## src/rtl/life_generation_row_stream_core_macros.svh

```systemverilog
// ----------------------------------------------------------------------------
// Life row stream assertion macros
// Shared concurrent assertion wrappers for the row stream core.
// ----------------------------------------------------------------------------
`ifndef LIFE_GENERATION_ROW_STREAM_CORE_MACROS_SVH
`define LIFE_GENERATION_ROW_STREAM_CORE_MACROS_SVH

// Check a property on every rising clock edge outside reset.
`define LGRS_ASSERT(lbl, prop, msg) \
  lbl: assert property (@(posedge clk_i) disable iff (!rst_ni) (prop)) else $error(msg);

// Check a property on every rising clock edge, reset included.
`define LGRS_ASSERT_ALWAYS(lbl, prop, msg) \
  lbl: assert property (@(posedge clk_i) (prop)) else $error(msg);

`endif

```

## src/rtl/lgrs_pkg.sv

```systemverilog
// ----------------------------------------------------------------------------
// Life row stream package
// Row width, result entry type and control bundles shared by the core.
// ----------------------------------------------------------------------------
`default_nettype none

package lgrs_pkg;

  // Width of a row on the stream ports.
  localparam int unsigned ROW_W = 64;

  // One next-generation row as it leaves the block.
  typedef struct packed {
    logic [ROW_W-1:0] cells;
    logic             final_row;
  } res_t;

  // Per-request control broadcast to every column cell.
  typedef struct packed {
    logic advance;
    logic clear;
  } cell_ctl_t;

  // Result writes into the output queue for one request.
  typedef struct packed {
    logic first;
    logic second;
  } push_t;

endpackage

`default_nettype wire

```

## src/rtl/lgrs_cell.sv

```systemverilog
// ----------------------------------------------------------------------------
// Life row stream column cell
// Holds one column of the two buffered rows and evaluates the B3/S23 rule for
// that column from its own bits and those of its left and right neighbors.
// ----------------------------------------------------------------------------
`default_nettype none

module lgrs_cell (
  input  wire logic              clk_i,
  input  wire logic              rst_ni,
  input  wire lgrs_pkg::cell_ctl_t ctl_i,
  input  wire logic [2:0]        cur_i,        // incoming row: right, self, left (MSB..LSB)
  input  wire logic [1:0]        nbr_above_i,  // [1] right neighbor, [0] left neighbor
  input  wire logic [1:0]        nbr_pend_i,   // [1] right neighbor, [0] left neighbor
  output logic                   above_o,
  output logic                   pend_o,
  output logic                   next_a_o,     // held row with incoming row below
  output logic                   next_b_o      // incoming row with dead row below
);
  import lgrs_pkg::*;

  logic above_q, above_d;
  logic pend_q, pend_d;

  function automatic logic life_rule(input logic [2:0] up, input logic [2:0] mid,
                                     input logic [2:0] down);
    logic [3:0] n;
    n = 4'(up[0]) + 4'(up[1]) + 4'(up[2]) + 4'(mid[0]) + 4'(mid[2])
      + 4'(down[0]) + 4'(down[1]) + 4'(down[2]);
    return mid[1] ? (n == 4'd2 || n == 4'd3) : (n == 4'd3);
  endfunction

  logic [2:0] above_win, pend_win;

  assign above_win = {nbr_above_i[1], above_q, nbr_above_i[0]};
  assign pend_win  = {nbr_pend_i[1], pend_q, nbr_pend_i[0]};

  assign next_a_o = life_rule(above_win, pend_win, cur_i);
  assign next_b_o = life_rule(pend_win, cur_i, 3'b000);
  assign above_o  = above_q;
  assign pend_o   = pend_q;

  always_comb begin
    above_d = above_q;
    pend_d  = pend_q;
    if (ctl_i.advance) begin
      if (ctl_i.clear) begin
        // drop both rows: back to the dead border
        above_d = 1'b0;
        pend_d  = 1'b0;
      end else begin
        above_d = pend_q;
        pend_d  = cur_i[1];
      end
    end
  end

  always_ff @(posedge clk_i or negedge rst_ni) begin
    if (!rst_ni) begin
      above_q <= 1'b0;
      pend_q  <= 1'b0;
    end else begin
      above_q <= above_d;
      pend_q  <= pend_d;
    end
  end

endmodule

`default_nettype wire

```

## src/rtl/lgrs_out_queue.sv

```systemverilog
// ----------------------------------------------------------------------------
// Life row stream output queue
// Three-entry shifting queue that takes up to two result rows per request and
// presents the oldest one on the output stream.
// ----------------------------------------------------------------------------
`default_nettype none

module lgrs_out_queue (
  input  wire logic           clk_i,
  input  wire logic           rst_ni,
  input  wire lgrs_pkg::push_t push_i,
  input  wire lgrs_pkg::res_t  first_i,
  input  wire lgrs_pkg::res_t  second_i,
  input  wire logic           pop_i,
  output lgrs_pkg::res_t      head_o,
  output logic                valid_o,
  output logic                room_o,
  output logic [1:0]          count_o
);
  import lgrs_pkg::*;

  localparam int unsigned DEPTH = 3;

  res_t       ent_q [DEPTH];
  res_t       ent_d [DEPTH];
  logic [1:0] count_q, count_d;
  logic [1:0] base;

  assign base = count_q - 2'(pop_i);

  always_comb begin
    for (int i = 0; i < DEPTH; i++) begin
      if (pop_i && i < DEPTH - 1) begin
        ent_d[i] = ent_q[i + 1];
      end else begin
        ent_d[i] = ent_q[i];
      end
      if (push_i.first && base == 2'(i)) begin
        ent_d[i] = first_i;
      end
      if (push_i.second && (base + 2'd1) == 2'(i)) begin
        ent_d[i] = second_i;
      end
    end
    count_d = count_q - 2'(pop_i) + 2'(push_i.first) + 2'(push_i.second);
  end

  always_ff @(posedge clk_i) begin
    for (int i = 0; i < DEPTH; i++) begin
      ent_q[i] <= ent_d[i];
    end
  end

  always_ff @(posedge clk_i or negedge rst_ni) begin
    if (!rst_ni) begin
      count_q <= 2'd0;
    end else begin
      count_q <= count_d;
    end
  end

  assign head_o  = ent_q[0];
  assign valid_o = (count_q != 2'd0);
  // keep room for a two-row flush
  assign room_o  = (count_q <= 2'd1);
  assign count_o = count_q;

endmodule

`default_nettype wire

```

## src/rtl/life_generation_row_stream_core.sv

```systemverilog
// ----------------------------------------------------------------------------
// Life generation row stream core
// One B3/S23 generation over a grid streamed one row per request.
// ----------------------------------------------------------------------------
// Rows enter on the slave stream, one request per row, bit c being column c;
// tlast marks the bottom row. A row of GRID_WIDTH column cells holds the two
// previous rows and produces the next generation of the held row as soon as
// the row below arrives, so the block takes one row per cycle while the output
// queue has room; results are registered there. The bottom row flushes two
// results (the held row, then the bottom row over a dead border, tlast set)
// and returns the block to its reset state; a one-row grid yields one result.
// A three-entry output queue sets the rate: input is taken while it holds at
// most one row, so input waits for room after a flush and an output stall
// stops the input after at most three more rows. Input bits at or above
// GRID_WIDTH are ignored and read back as zero.
`default_nettype none

`include "life_generation_row_stream_core_macros.svh"

module life_generation_row_stream_core #(
  parameter int unsigned GRID_WIDTH = 64
) (
  input  wire logic        clk_i,
  input  wire logic        rst_ni,
  input  wire logic        s_axis_tvalid,
  output logic             s_axis_tready,
  input  wire logic [63:0] s_axis_tdata,   // [63:0] row_cells
  input  wire logic        s_axis_tlast,   // is_last_row
  output logic             m_axis_tvalid,
  input  wire logic        m_axis_tready,
  output logic [63:0]      m_axis_tdata,   // [63:0] next_row_cells
  output logic             m_axis_tlast    // is_final
);
  import lgrs_pkg::*;

  logic s_acc, pop;
  logic holding_q, holding_d;

  cell_ctl_t ctl;
  push_t     push;
  res_t      res_first, res_second, head;
  logic      q_room;
  logic [1:0] q_count;

  logic [GRID_WIDTH+1:0] cur_pad, above_pad, pend_pad;
  logic [GRID_WIDTH-1:0] above_bits, pend_bits, next_a, next_b;
  logic [ROW_W-1:0]      row_a, row_b;

  assign s_acc = s_axis_tvalid & s_axis_tready;
  assign pop   = m_axis_tvalid & m_axis_tready;

  assign ctl.advance = s_acc;
  assign ctl.clear   = s_axis_tlast;

  // dead columns on both edges of the grid
  assign cur_pad   = {1'b0, s_axis_tdata[GRID_WIDTH-1:0], 1'b0};
  assign above_pad = {1'b0, above_bits, 1'b0};
  assign pend_pad  = {1'b0, pend_bits, 1'b0};

  for (genvar c = 0; c < GRID_WIDTH; c++) begin : g_col
    lgrs_cell u_cell (
      .clk_i       (clk_i),
      .rst_ni      (rst_ni),
      .ctl_i       (ctl),
      .cur_i       (cur_pad[c+2:c]),
      .nbr_above_i ({above_pad[c+2], above_pad[c]}),
      .nbr_pend_i  ({pend_pad[c+2], pend_pad[c]}),
      .above_o     (above_bits[c]),
      .pend_o      (pend_bits[c]),
      .next_a_o    (next_a[c]),
      .next_b_o    (next_b[c])
    );
  end

  assign row_a = ROW_W'(next_a);
  assign row_b = ROW_W'(next_b);

  // a held row always yields its successor; a last row adds the flush row
  assign push.first  = s_acc & (holding_q | s_axis_tlast);
  assign push.second = s_acc & holding_q & s_axis_tlast;

  assign res_first.cells      = holding_q ? row_a : row_b;
  assign res_first.final_row  = ~holding_q;
  assign res_second.cells     = row_b;
  assign res_second.final_row = 1'b1;

  always_comb begin
    holding_d = holding_q;
    if (s_acc) begin
      holding_d = ~s_axis_tlast;
    end
  end

  always_ff @(posedge clk_i or negedge rst_ni) begin
    if (!rst_ni) begin
      holding_q <= 1'b0;
    end else begin
      holding_q <= holding_d;
    end
  end

  lgrs_out_queue u_out_queue (
    .clk_i    (clk_i),
    .rst_ni   (rst_ni),
    .push_i   (push),
    .first_i  (res_first),
    .second_i (res_second),
    .pop_i    (pop),
    .head_o   (head),
    .valid_o  (m_axis_tvalid),
    .room_o   (q_room),
    .count_o  (q_count)
  );

  assign s_axis_tready = q_room;
  assign m_axis_tdata  = head.cells;
  assign m_axis_tlast  = head.final_row;

  `LGRS_ASSERT(a_last_clears_hold, (s_acc && s_axis_tlast) |=> !holding_q,
               "last row left a row held")
  `LGRS_ASSERT_ALWAYS(a_idle_rows_dead, !holding_q |-> (pend_bits == '0),
                      "pending row not dead while idle")
  `LGRS_ASSERT(a_flush_two_rows,
               (s_acc && s_axis_tlast && holding_q && !pop)
                 |=> (q_count == $past(q_count) + 2'd2),
               "flush did not queue two rows")
  `LGRS_ASSERT(a_no_overflow, (q_count == 2'd3) |-> !s_axis_tready,
               "input taken with full queue")

endmodule

`default_nettype wire

```

## config.mk

```make
export PLATFORM = sky130hd
export DESIGN_NAME = life_generation_row_stream_core
export DESIGN_NICKNAME = d
export VERILOG_FILES = /design/src/rtl/lgrs_pkg.sv /design/src/rtl/lgrs_cell.sv /design/src/rtl/lgrs_out_queue.sv /design/src/rtl/life_generation_row_stream_core.sv
export VERILOG_INCLUDE_DIRS = /design/src /design/src/rtl
export SDC_FILE = /design/constraint.sdc
export NUM_CORES = 1
export LEC_CHECK = 0
export ABC_AREA = 1
export BUFFER_PORTS_ARGS = -buffer_cell sky130_fd_sc_hd__buf_4
export CAP_MARGIN = 20
export CORE_MARGIN = 3
export CORE_UTILIZATION = 30
export CTS_CLUSTER_DIAMETER = 100
export DETAILED_ROUTE_END_ITERATION = 6
export SLEW_MARGIN = 0
export SYNTH_ARGS = -nofsm -noshare
export SYNTH_HDL_FRONTEND = slang
export SYNTH_SLANG_ARGS = --single-unit
```

## constraint.sdc

```tcl
create_clock -name clk_i -period 5.4 [get_ports clk_i]
set_input_delay 0.81 -clock clk_i [delete_from_list [all_inputs] [get_ports clk_i]]
set_output_delay 0.81 -clock clk_i [all_outputs]
set_load 0.02 [all_outputs]
```

==> results of run 1 <==
==> metrics by stage <==
stage / util (%) / std cells / instance area (um2)
finish: 33.5 / 5645 / 37100
global route: 33.4 / 5636 / 37100
CTS: 33.4 / 5633 / 37100
detailed placement: 32.2 / 5555 / 35700
global placement: 32.2 / 5555 / 35700
floorplan: - / 4083 / 33600
==> cell type report <==
type / count / area share [%]
Multi-Input combinational cell: 2529 / 52.8
Sequential cell: 326 / 24.5
Timing Repair Buffer: 157 / 3.31
Inverter: 1056 / 10.7
Clock buffer: 54 / 3.15
Tap cell: 1488 / 5.01
Clock inverter: 24 / 0.485
Antenna cell: 11 / 0.0741
==> sequential cells by signal, indices dropped and copies added, names as in the netlist <==
| name | flops |
|---|---|
| g_col.u_cell.above_o | 64 |
| g_col.u_cell.pend_o | 64 |
| holding_q | 1 |
| u_out_queue.count_o | 2 |
| u_out_queue.ent_q | 195 |
==> cells by family (layout without fill, tap and decap cells) <==
logic type / after synthesis / after routing / synth area share [%]
compound gates: 266 / 266 / 4.44
flops: 326 / 326 / 27.1
other cells: 0 / 11 / 0
simple gates: 1558 / 1558 / 18.9
fa+ha+maj: 703 / 703 / 34.6
buf+inv: 1228 / 1291 / 14.9
xor+xnor: 2 / 2 / 0.0521
==> how the worst max path moves through the flow <==
stage	end	slack, ns	depth (start not counted)
5_1_grt	u_out_queue.ent_q[0][93]$_DFFE_PP_	1.43	12
4_1_cts	u_out_queue.ent_q[0][76]$_DFFE_PP_	1.75	12
3_3_place_gp	u_out_queue.ent_q[0][45]$_DFFE_PP_	1.46	12
3_5_place_dp	u_out_queue.ent_q[0][76]$_DFFE_PP_	1.44	11
2_1_floorplan	u_out_queue.ent_q[0][100]$_DFFE_PP_	1.13	9
6_report	u_out_queue.ent_q[0][76]$_DFFE_PP_	1.71	12
==> routing by layer <==
layer / vias up / routed length, um / track usage, %
met2: 377 / 40700 / 25.5
li1: 12400 / - / -
met3: 90 / 3590 / 2.41
met5: - / 36 / 0
met4: 6 / 1790 / 3.84
met1: 12000 / 36800 / 18.3
==> worst max-delay path, stage by stage (launching register included) <==
cell and delay (ns):
dfrtp_1 0.41, inv_2 0.14, nand2_1 0.11, nand2_1 0.23, inv_1 0.12, ha_1 0.41, nand3_1 0.21, nor2_4 0.15
buf_4 0.47, buf_4 0.79, a21oi_1 0.09, nand2_1 0.10, nand2_1 0.04
==> cells in the final DEF (no fill, tap or decap), drive strengths merged, types with 11 or more instances in the layout <==
cell | Yosys | layout
a21oi | 67 | 67
buf | 148 | 157
clkbuf | 24 | 54
clkinv | 0 | 18
dfrtp | 131 | 131
diode | 0 | 11
edfxtp | 192 | 192
fa | 380 | 380
ha | 323 | 323
inv | 1056 | 1056
nand2 | 1009 | 1009
nand3 | 199 | 199
nand3b | 58 | 58
nor2 | 287 | 287
o21ai | 70 | 70
o22ai | 128 | 128
==> results.md, run 1 <==
* Status: completed
* Via density at around 4.4
* YS warnings at 0
* Area Growth Syn to Fin at 10.4%
* Final worst path period share at slightly below 70%
* Setup TNS Final at 0 ns
* Ports at around 140
* Share of flip-flops with an asynchronous set or reset at between 40% and 50%
* GR Overflow Total at 0
* Pre-antenna DRT Iters at 6
* Crit path DAT at around 4.0 ns
* Min-delay worst type: input pin to async pin
* Sinks on the clock net at 326
* CTS tree: built
* Syn Std Cell Area at around 34000 um2
* Max cap viols at 0
* Yosys top cell area share at a little under a quarter
* Setup crit start kind: flop
* Initial Utilization at between 30% and 40%
* Die area at 116000 um2
* Min Hold Slack at 0.235 ns
* Max transition margin at about 33%
* Worst Reg-to-Reg Cells at 12
* Reg-to-Reg End: u_out_queue.ent_q[0][76]$_DFFE_PP_
* Routability Congestion at slightly above 0.8
* Largest cells by area after synthesis: fa_1 (23%), edfxtp_1 (17%), ha_1 (12%), inv_1 (12%), nand2_1 (11%)
* Routed wire per std cell at around 15 um
* Fin crit period at between 3 and 4 ns
* Slew Viols, Final at 0
* Most used DFF post-synth: edfxtp_1
* RSZ-0062 raised after global routing: false
* Clock root buffer master: clkbuf_16
* Routed WL at between 80000 and 90000 um
* Post-DP HPWL at 60200 um
* Final setup vio count at 0
* Register area at 9100 um2
* Pre-CTS WS at 1.44 ns
* Worst-Skew Late Latency at about 0.58 ns
* Setup CP Type: flop to flop
* Multi-input logic area at ~20000 um2
* Worst r2r src: u_out_queue.count_o[1]$_DFF_PN0_
* Htree depth at 2
* Tightest Pin Transition at 1.00 ns
* Largest net degree at the start of global routing at 85
* Layout cells sized above 1 at around 5.7%
* Sequential area share after synthesis at 27.1%
* # port buffers at about 140
* Crit path max fanout at 84
* Max Clock Skew at 0.0198 ns
* Avg Inst Size Synth at 8.24 um2
* Post-cts hold buffer count at 0
* Initial antenna violation count at 12
* Top-count cell post-synth: inv_1
* Remaining antenna violation count at 0
* Core ar. at 111000 um2
* Die Span Y at roughly 340 um
* Number of synthesized flops with an enable pin at around 190
* Most frequent cells after synthesis: inv_1 (1052), nand2_1 (1008), fa_1 (380)
* Number of synthesized register bits at approximately 330
* Area leader, netlist: fa_1
* Post-Syn Nets at between 4000 and 5000
* DR iter-0 viols at 1299
* Final Hold Vio Count at 0
* CTS buffer count at 42
* Cell variety after synth at 30
* First-pass GRT wire length at approximately 140000 um
* Clk pin slew, worst setup/hold paths at 0.06 ns
* Synthesized instance count at 4083
* Worst path required time at between 5 and 6 ns
* PostCTS Resize Cnt at 0
* Residual DRC at 0
* Rows at 122
* Total track usage at 14.5%
* Routed via count at around 25000
* Post-CTS Repair Setup Buffers at 0
* Critical path origin: u_out_queue.count_o[1]$_DFF_PN0_
* Setup crit end kind: flop
* Max clock buf depth at 3
* FILL cells at 11600
* Number of global-route vias before repair at around 25000
* Chip Width at around 340 um
* Worst R2R Setup Slack at roughly 1.7 ns
* Layout Nets at approximately 4900
* Final worst setup slack at between 1.5 and 2 ns
* Max Fclk at between 200 and 300 MHz
Power of run 1 is not shown: default switching activity piles up to over one toggle a cycle in this logic, so the estimate is an artifact.
==> inputs of run 2 (changes only) <==
==> constraint.sdc (replaced) <==
create_clock -name clk_i -period 3.4 [get_ports clk_i]
set_input_delay 0.51 -clock clk_i [delete_from_list [all_inputs] [get_ports clk_i]]
set_output_delay 0.51 -clock clk_i [all_outputs]
set_load 0.02 [all_outputs]
==> results.md, run 2 (synthesis results as in run 1) <==
* Layout Nets at 5047 (+3.3%)
* Clock root buffer master: clkbuf_16
* Routed wire per std cell at 14.6 um (-0.33%)
* Clk pin slew, worst setup/hold paths at 0.06 ns (about the same)
* Initial Utilization at 30.3% (unchanged)
* Die Span Y at 341 um (unchanged)
* Residual DRC at 0 (unchanged)
* Pre-antenna DRT Iters at 5 (-1)
* Setup CP Type: flop to flop
* Max cap viols at 0 (unchanged)
* Max clock buf depth at 3 (unchanged)
* Worst path cell trace: buf_4, ha_4, inv_2, fa_1, fa_1, inv_1, fa_2, inv_2, fa_1, nor2_1, nand2_1, nand3b_1, nand3_1, nand2_1, nand2_1
* Min-delay worst type: input pin to flop
* DR iter-0 viols at 1198 (-7.8%)
* Max Fclk at 297 MHz (+9.4%)
* Chip Width at 341 um (unchanged)
* Final worst path period share at 99.2% (+31 points)
* Setup crit end kind: flop
* Routed via count at 25800 (+3.5%)
* RSZ-0062 raised after global routing: true
* First-pass GRT wire length at 139000 um (+2.5%)
* Sinks on the clock net at 326 (unchanged)
* CP bufs+invs at 4 (unchanged)
* Die area at 116000 um2 (unchanged)
* Number of global-route vias before repair at 26400 (+4.3%)
* Layout cells sized above 1 at 14.3% (+8.5 points)
* Status: completed
* Max transition margin at 30.1% (-3.2 points)
* Register area at 9110 um2 (about the same)
* Rows at 122 (unchanged)
* Routability Congestion at 0.805 (-0.58%)
* Most frequent cells in the layout: nand2_1 (981), inv_1 (970), fa_1 (321)
* Via density at 4.44 (+0.76%)
* Total track usage at 14.9% (+0.39 points)
* Core ar. at 111000 um2 (unchanged)
* Tightest Pin Transition at 1.05 ns (+0.0485 ns)
* Final Hold Vio Count at 0 (unchanged)
* # port buffers at 135 (unchanged)
* Remaining antenna violation count at 0 (unchanged)
* Critical path's largest stage delay at 0.49 ns (-0.30 ns)
* Post-DP HPWL at 62100 um (+3.2%)
* Largest net degree at the start of global routing at 74 (-13%)
* Final setup vio count at 0 (unchanged)
* CTS buffer count at 42 (unchanged)
* Ports at 136 (unchanged)
* Commonest non-fill, non-tap cell in the layout: nand2_1
* Slew Viols, Final at 0 (unchanged)
* CP top delay family: adder cells
* Fin crit period at 3.37 ns (-0.319 ns)
* Htree depth at 2 (unchanged)
* FILL cells at 11400 (-2.0%)
* Crit path max fanout at 3 (-96%)
* Worst path required time at 3.86 ns (-1.87 ns)
* Max Clock Skew at 0.0269 ns (+0.00711 ns)
* Crit path DAT at 3.83 ns (-0.19 ns)
* Max reg flops at 195 (unchanged)
* Initial antenna violation count at 7 (-5)
* GR Overflow Total at 0 (unchanged)
* Largest register by flop count: u_out_queue.ent_q
* Final worst setup slack at 0.0283 ns (-1.68 ns)
* Multi-input logic area at 20000 um2 (+2.2%)
* Area Growth Syn to Fin at 16.4%
* Pre-CTS WS at -0.109 ns (-1.55 ns)
* CTS tree: built
* Setup TNS Final at 0 ns (unchanged)
* Crit-path slowest cell: fa_1
* Routed WL at 84900 um (+2.4%)
* Setup crit start kind: flop
* Util after Layout at 35.3% (+1.8 points)
* Worst-Skew Late Latency at 0.60 ns (+0.02 ns)
-- run 2: changes by cell type in the layout (fill, tap and decap cells not counted), sizes merged --
cell / before / now
bufinv: 2 / 5
dlygate4sd3: 0 / 1
diode: 11 / 4
inv: 1056 / 1058
buf: 157 / 319
clkbuf: 54 / 51
clkinvlp: 4 / 2
-- run 2: stage by stage --
stage / hold slack (ns) / cells / instance area (um2)
2_1_floorplan: 0.214 / 4083 / 33600
3_3_place_gp: 0.453 / 5694 / 37100
3_5_place_dp: 0.474 / 5694 / 37100
4_1_cts: 0.245 / 5774 / 38600
5_1_grt: 0.276 / 5798 / 39200
6_report: 0.286 / 5801 / 39200
-- run 2: final timing paths --
| check | cells after the start | slack [ns] | start | endpoint |
|---|---|---|---|---|
| max in group asynchronous | 3 | 1.98 | rst_ni | g_col[18].u_cell.above_o$_DFFE_PN0P_ |
| max | 15 | 0.03 | g_col[49].u_cell.above_o$_DFFE_PN0P_ | u_out_queue.ent_q[0][115]$_DFFE_PP_ |
| min reg2reg | 2 | 0.50 | u_out_queue.ent_q[0][130]$_SDFFE_PP1P_ | u_out_queue.ent_q[0][130]$_SDFFE_PP1P_ |
| min in group asynchronous | 2 | 0.49 | rst_ni | g_col[38].u_cell.above_o$_DFFE_PN0P_ |
| min | 3 | 0.29 | s_axis_tdata[16] | g_col[16].u_cell.pend_o$_DFFE_PN0P_ |
| max reg2reg | 15 | 0.03 | g_col[49].u_cell.above_o$_DFFE_PN0P_ | u_out_queue.ent_q[0][115]$_DFFE_PP_ |
-- run 2: timing repair --
| item | CTS | global route |
|---|---|---|
| setup buffers | 1 | 23 |
| pin swaps | 2 | 148 |
| endpoints found under the hold margin | 59 | 0 |
| hold buffers | 1 | 0 |
| gates resized for setup | 5 | 204 |
| endpoints found under the setup margin | 6 | 182 |
-- run 2: layer usage --
metal,global-route usage [%],vias to the layer above,routed length (um)
li1,-,12700,-
met1,18.5,12500,36900
met2,26.0,407,41300
met3,2.33,135,3610
met4,5.32,6,3060
met5,0,-,39
-- run 2: final cells by class --
cell class | instances | share of cell area, %
multi-input combinational | 2529 | 51.1
clock buffer | 51 | 2.93
antenna | 4 | 0.0256
tap | 1488 | 4.75
timing repair buffer | 320 | 7.08
sequential | 326 | 23.3
clock inverter | 27 | 0.703
inverter | 1056 | 10.1
-- run 2: worst register-to-register path, delay by kind of cell (launching register included) --
kind	cells	cell delay [ns]
buffers and inverters	4	0.30
flip-flops	1	0.41
AND/OR/NAND/NOR	6	0.58
adder cells (fa/ha/maj)	5	1.93
Power of run 2 is left out for the same reason.
==> inputs of run 3 (changes only) <==
--- a/config.mk
+++ b/config.mk
@@ -10,7 +10,7 @@
 export BUFFER_PORTS_ARGS = -buffer_cell sky130_fd_sc_hd__buf_4
 export CAP_MARGIN = 20
 export CORE_MARGIN = 3
-export CORE_UTILIZATION = 30
+export CORE_UTILIZATION = 40
 export CTS_CLUSTER_DIAMETER = 100
 export DETAILED_ROUTE_END_ITERATION = 6
 export SLEW_MARGIN = 0
==> results.md, run 3 (synthesis results as in run 1) <==
* Routed WL at 83100 um (-2.1%)
* Htree depth at 2 (unchanged)
* Crit path DAT at 3.76 ns (-0.07 ns)
* Core ar. at 82600 um2 (-26%)
* GR Overflow Total at 0 (unchanged)
* Via density at 4.76 (+7.2%)
* DR iter-0 viols at 1244 (+3.8%)
* Post-DP HPWL at 59200 um (-4.7%)
* Routability Congestion at 0.811 (+0.65%)
* Placed Instances at 5271 (-7.4%)
* Status: completed
* Fin cells at 5384 (-7.2%)
* Final Hold Vio Count at 0 (unchanged)
* Setup crit start kind: flop
* N_diodes at 0 (-4)
* Pre-antenna DRT Iters at 4 (-1)
* Final instance area at 38800 um2 (-0.95%)
* Max Fclk at 300 MHz (+1.1%)
* Layout cells sized above 1 at 15.2% (+0.96 points)
* Rows at 105 (-14%)
* Remaining antenna violation count at 0 (unchanged)
* Residual DRC at 0 (unchanged)
* RSZ-0062 raised after global routing: true
* Clock root buffer master: clkbuf_16
* Post-DP Area at 36400 um2 (-1.8%)
* Commonest non-fill, non-tap cell in the layout: nand2_1
* Final setup vio count at 0 (unchanged)
* Slew Viols, Final at 0 (unchanged)
* Max Clock Skew at 0.0142 ns (-0.0127 ns)
* Sinks on the clock net at 326 (unchanged)
* Layout Nets at 5052 (+0.099%)
* Initial Utilization at 40.7% (+10 points)
* Max clock buf depth at 3 (unchanged)
* Tightest Pin Transition at 0.906 ns (-0.142 ns)
* Most frequent cells in the layout: nand2_1 (970), inv_1 (962), fa_1 (320)
* Worst path required time at 3.83 ns (-0.03 ns)
* Max reg flops at 195 (unchanged)
* Max transition margin at 39.6% (+9.5 points)
* Fin crit period at 3.34 ns (-0.0358 ns)
* Die area at 87600 um2 (-25%)
* # port buffers at 135 (unchanged)
* Min-delay worst type: input pin to flop
* FILL cells at 7872 (-31%)
* Util after Layout at 46.9% (+12 points)
* First-pass GRT wire length at 136000 um (-2.2%)
* Largest register by flop count: u_out_queue.ent_q
* Setup crit end kind: flop
* Area Growth Syn to Fin at 15.3%
* Worst-Skew Late Latency at 0.57 ns (-0.03 ns)
* Crit path max fanout at 3 (unchanged)
* Ports at 136 (unchanged)
* CTS buffer count at 44 (+4.8%)
* Die Span Y at 296 um (-13%)
* CTS tree: built
* Setup CP Type: flop to flop
* Clk pin slew, worst setup/hold paths at 0.06 ns (about the same)
* Max cap viols at 0 (unchanged)
* Total track usage at 19.4% (+4.5 points)
* Number of global-route vias before repair at 25800 (-2.2%)
* Final worst path period share at 98.1% (-1.1 points)
* Routed wire per std cell at 15.4 um (+5.5%)
* Routed via count at 25600 (-0.55%)
* Initial antenna violation count at 2 (-5)
* Largest net degree at the start of global routing at 129 (+74%)
* Chip Width at 296 um (-13%)
-- run 3: cell types whose count changed in the layout (fill, tap and decap cells not counted), sizes merged --
cell      delta
inv          -2
diode        -4
clkbuf      +12
buf          +3
bufinv       +2
clkinv       -8
clkinvlp     -2
-- run 3: metal layers --
metal	global-route usage [%]	routed length, um
met5	0	27
met4	4.21	1720
met3	2.50	3080
met2	34.5	41500
met1	25.3	36800
-- run 3: cell type report --
| class | count | area [um2] | area share (%) |
|---|---|---|---|
| Multi-Input combinational cell | 2529 | 20200 | 52.1 |
| Sequential cell | 326 | 9120 | 23.5 |
| Inverter | 1056 | 3970 | 10.2 |
| Timing Repair Buffer | 323 | 2680 | 6.91 |
| Tap cell | 1070 | 1340 | 3.45 |
| Clock buffer | 63 | 1230 | 3.18 |
| Clock inverter | 17 | 256 | 0.661 |
-- run 3: worst paths after layout --
| path | startpoint | endpoint | slack [ns] | cells after the start |
|---|---|---|---|---|
| worst min-delay path | s_axis_tdata[63] | g_col[63].u_cell.pend_o$_DFFE_PN0P_ | 0.30 | 3 |
| min in group asynchronous | rst_ni | g_col[41].u_cell.pend_o$_DFFE_PN0P_ | 0.55 | 2 |
| worst max register to register | g_col[34].u_cell.above_o$_DFFE_PN0P_ | u_out_queue.ent_q[0][35]$_DFFE_PP_ | 0.06 | 14 |
| worst min register to register | u_out_queue.ent_q[0][130]$_SDFFE_PP1P_ | u_out_queue.ent_q[0][130]$_SDFFE_PP1P_ | 0.50 | 2 |
| worst max-delay path | g_col[34].u_cell.above_o$_DFFE_PN0P_ | u_out_queue.ent_q[0][35]$_DFFE_PP_ | 0.06 | 14 |
| max in group asynchronous | rst_ni | g_col[49].u_cell.above_o$_DFFE_PN0P_ | 1.97 | 3 |
-- run 3: stage by stage --
stage               setup WS [ns]  setup TNS (ns)  hold slack [ns]
detailed placement        -0.0928           -2.74            0.473
global route               -0.114           -4.45            0.304
global placement          -0.0637          -0.755            0.466
floorplan                 -0.0211           -1.35            0.214
finish                     0.0641               0            0.298
CTS                       0.00739               0            0.275
-- run 3: critical path: stages, from the launching register on --
cell      delay, ns
dfrtp_1        0.44
ha_1           0.30
inv_1          0.04
fa_1           0.45
fa_1           0.51
inv_2          0.04
fa_2           0.34
inv_2          0.07
fa_1           0.41
nor2_1         0.11
nand2_1        0.05
nand3b_1       0.19
nand3_1        0.11
nand2_1        0.06
nand2_2        0.08
-- run 3: repair_timing --
item                                    CTS  global route
hold buffers                              1             0
pin swaps                                 1           150
hold endpoints to repair                 30             0
gates resized for setup                   6           246
endpoints found under the setup margin    5           183
setup buffers                             3            29
Power of run 3 is left out for the same reason.
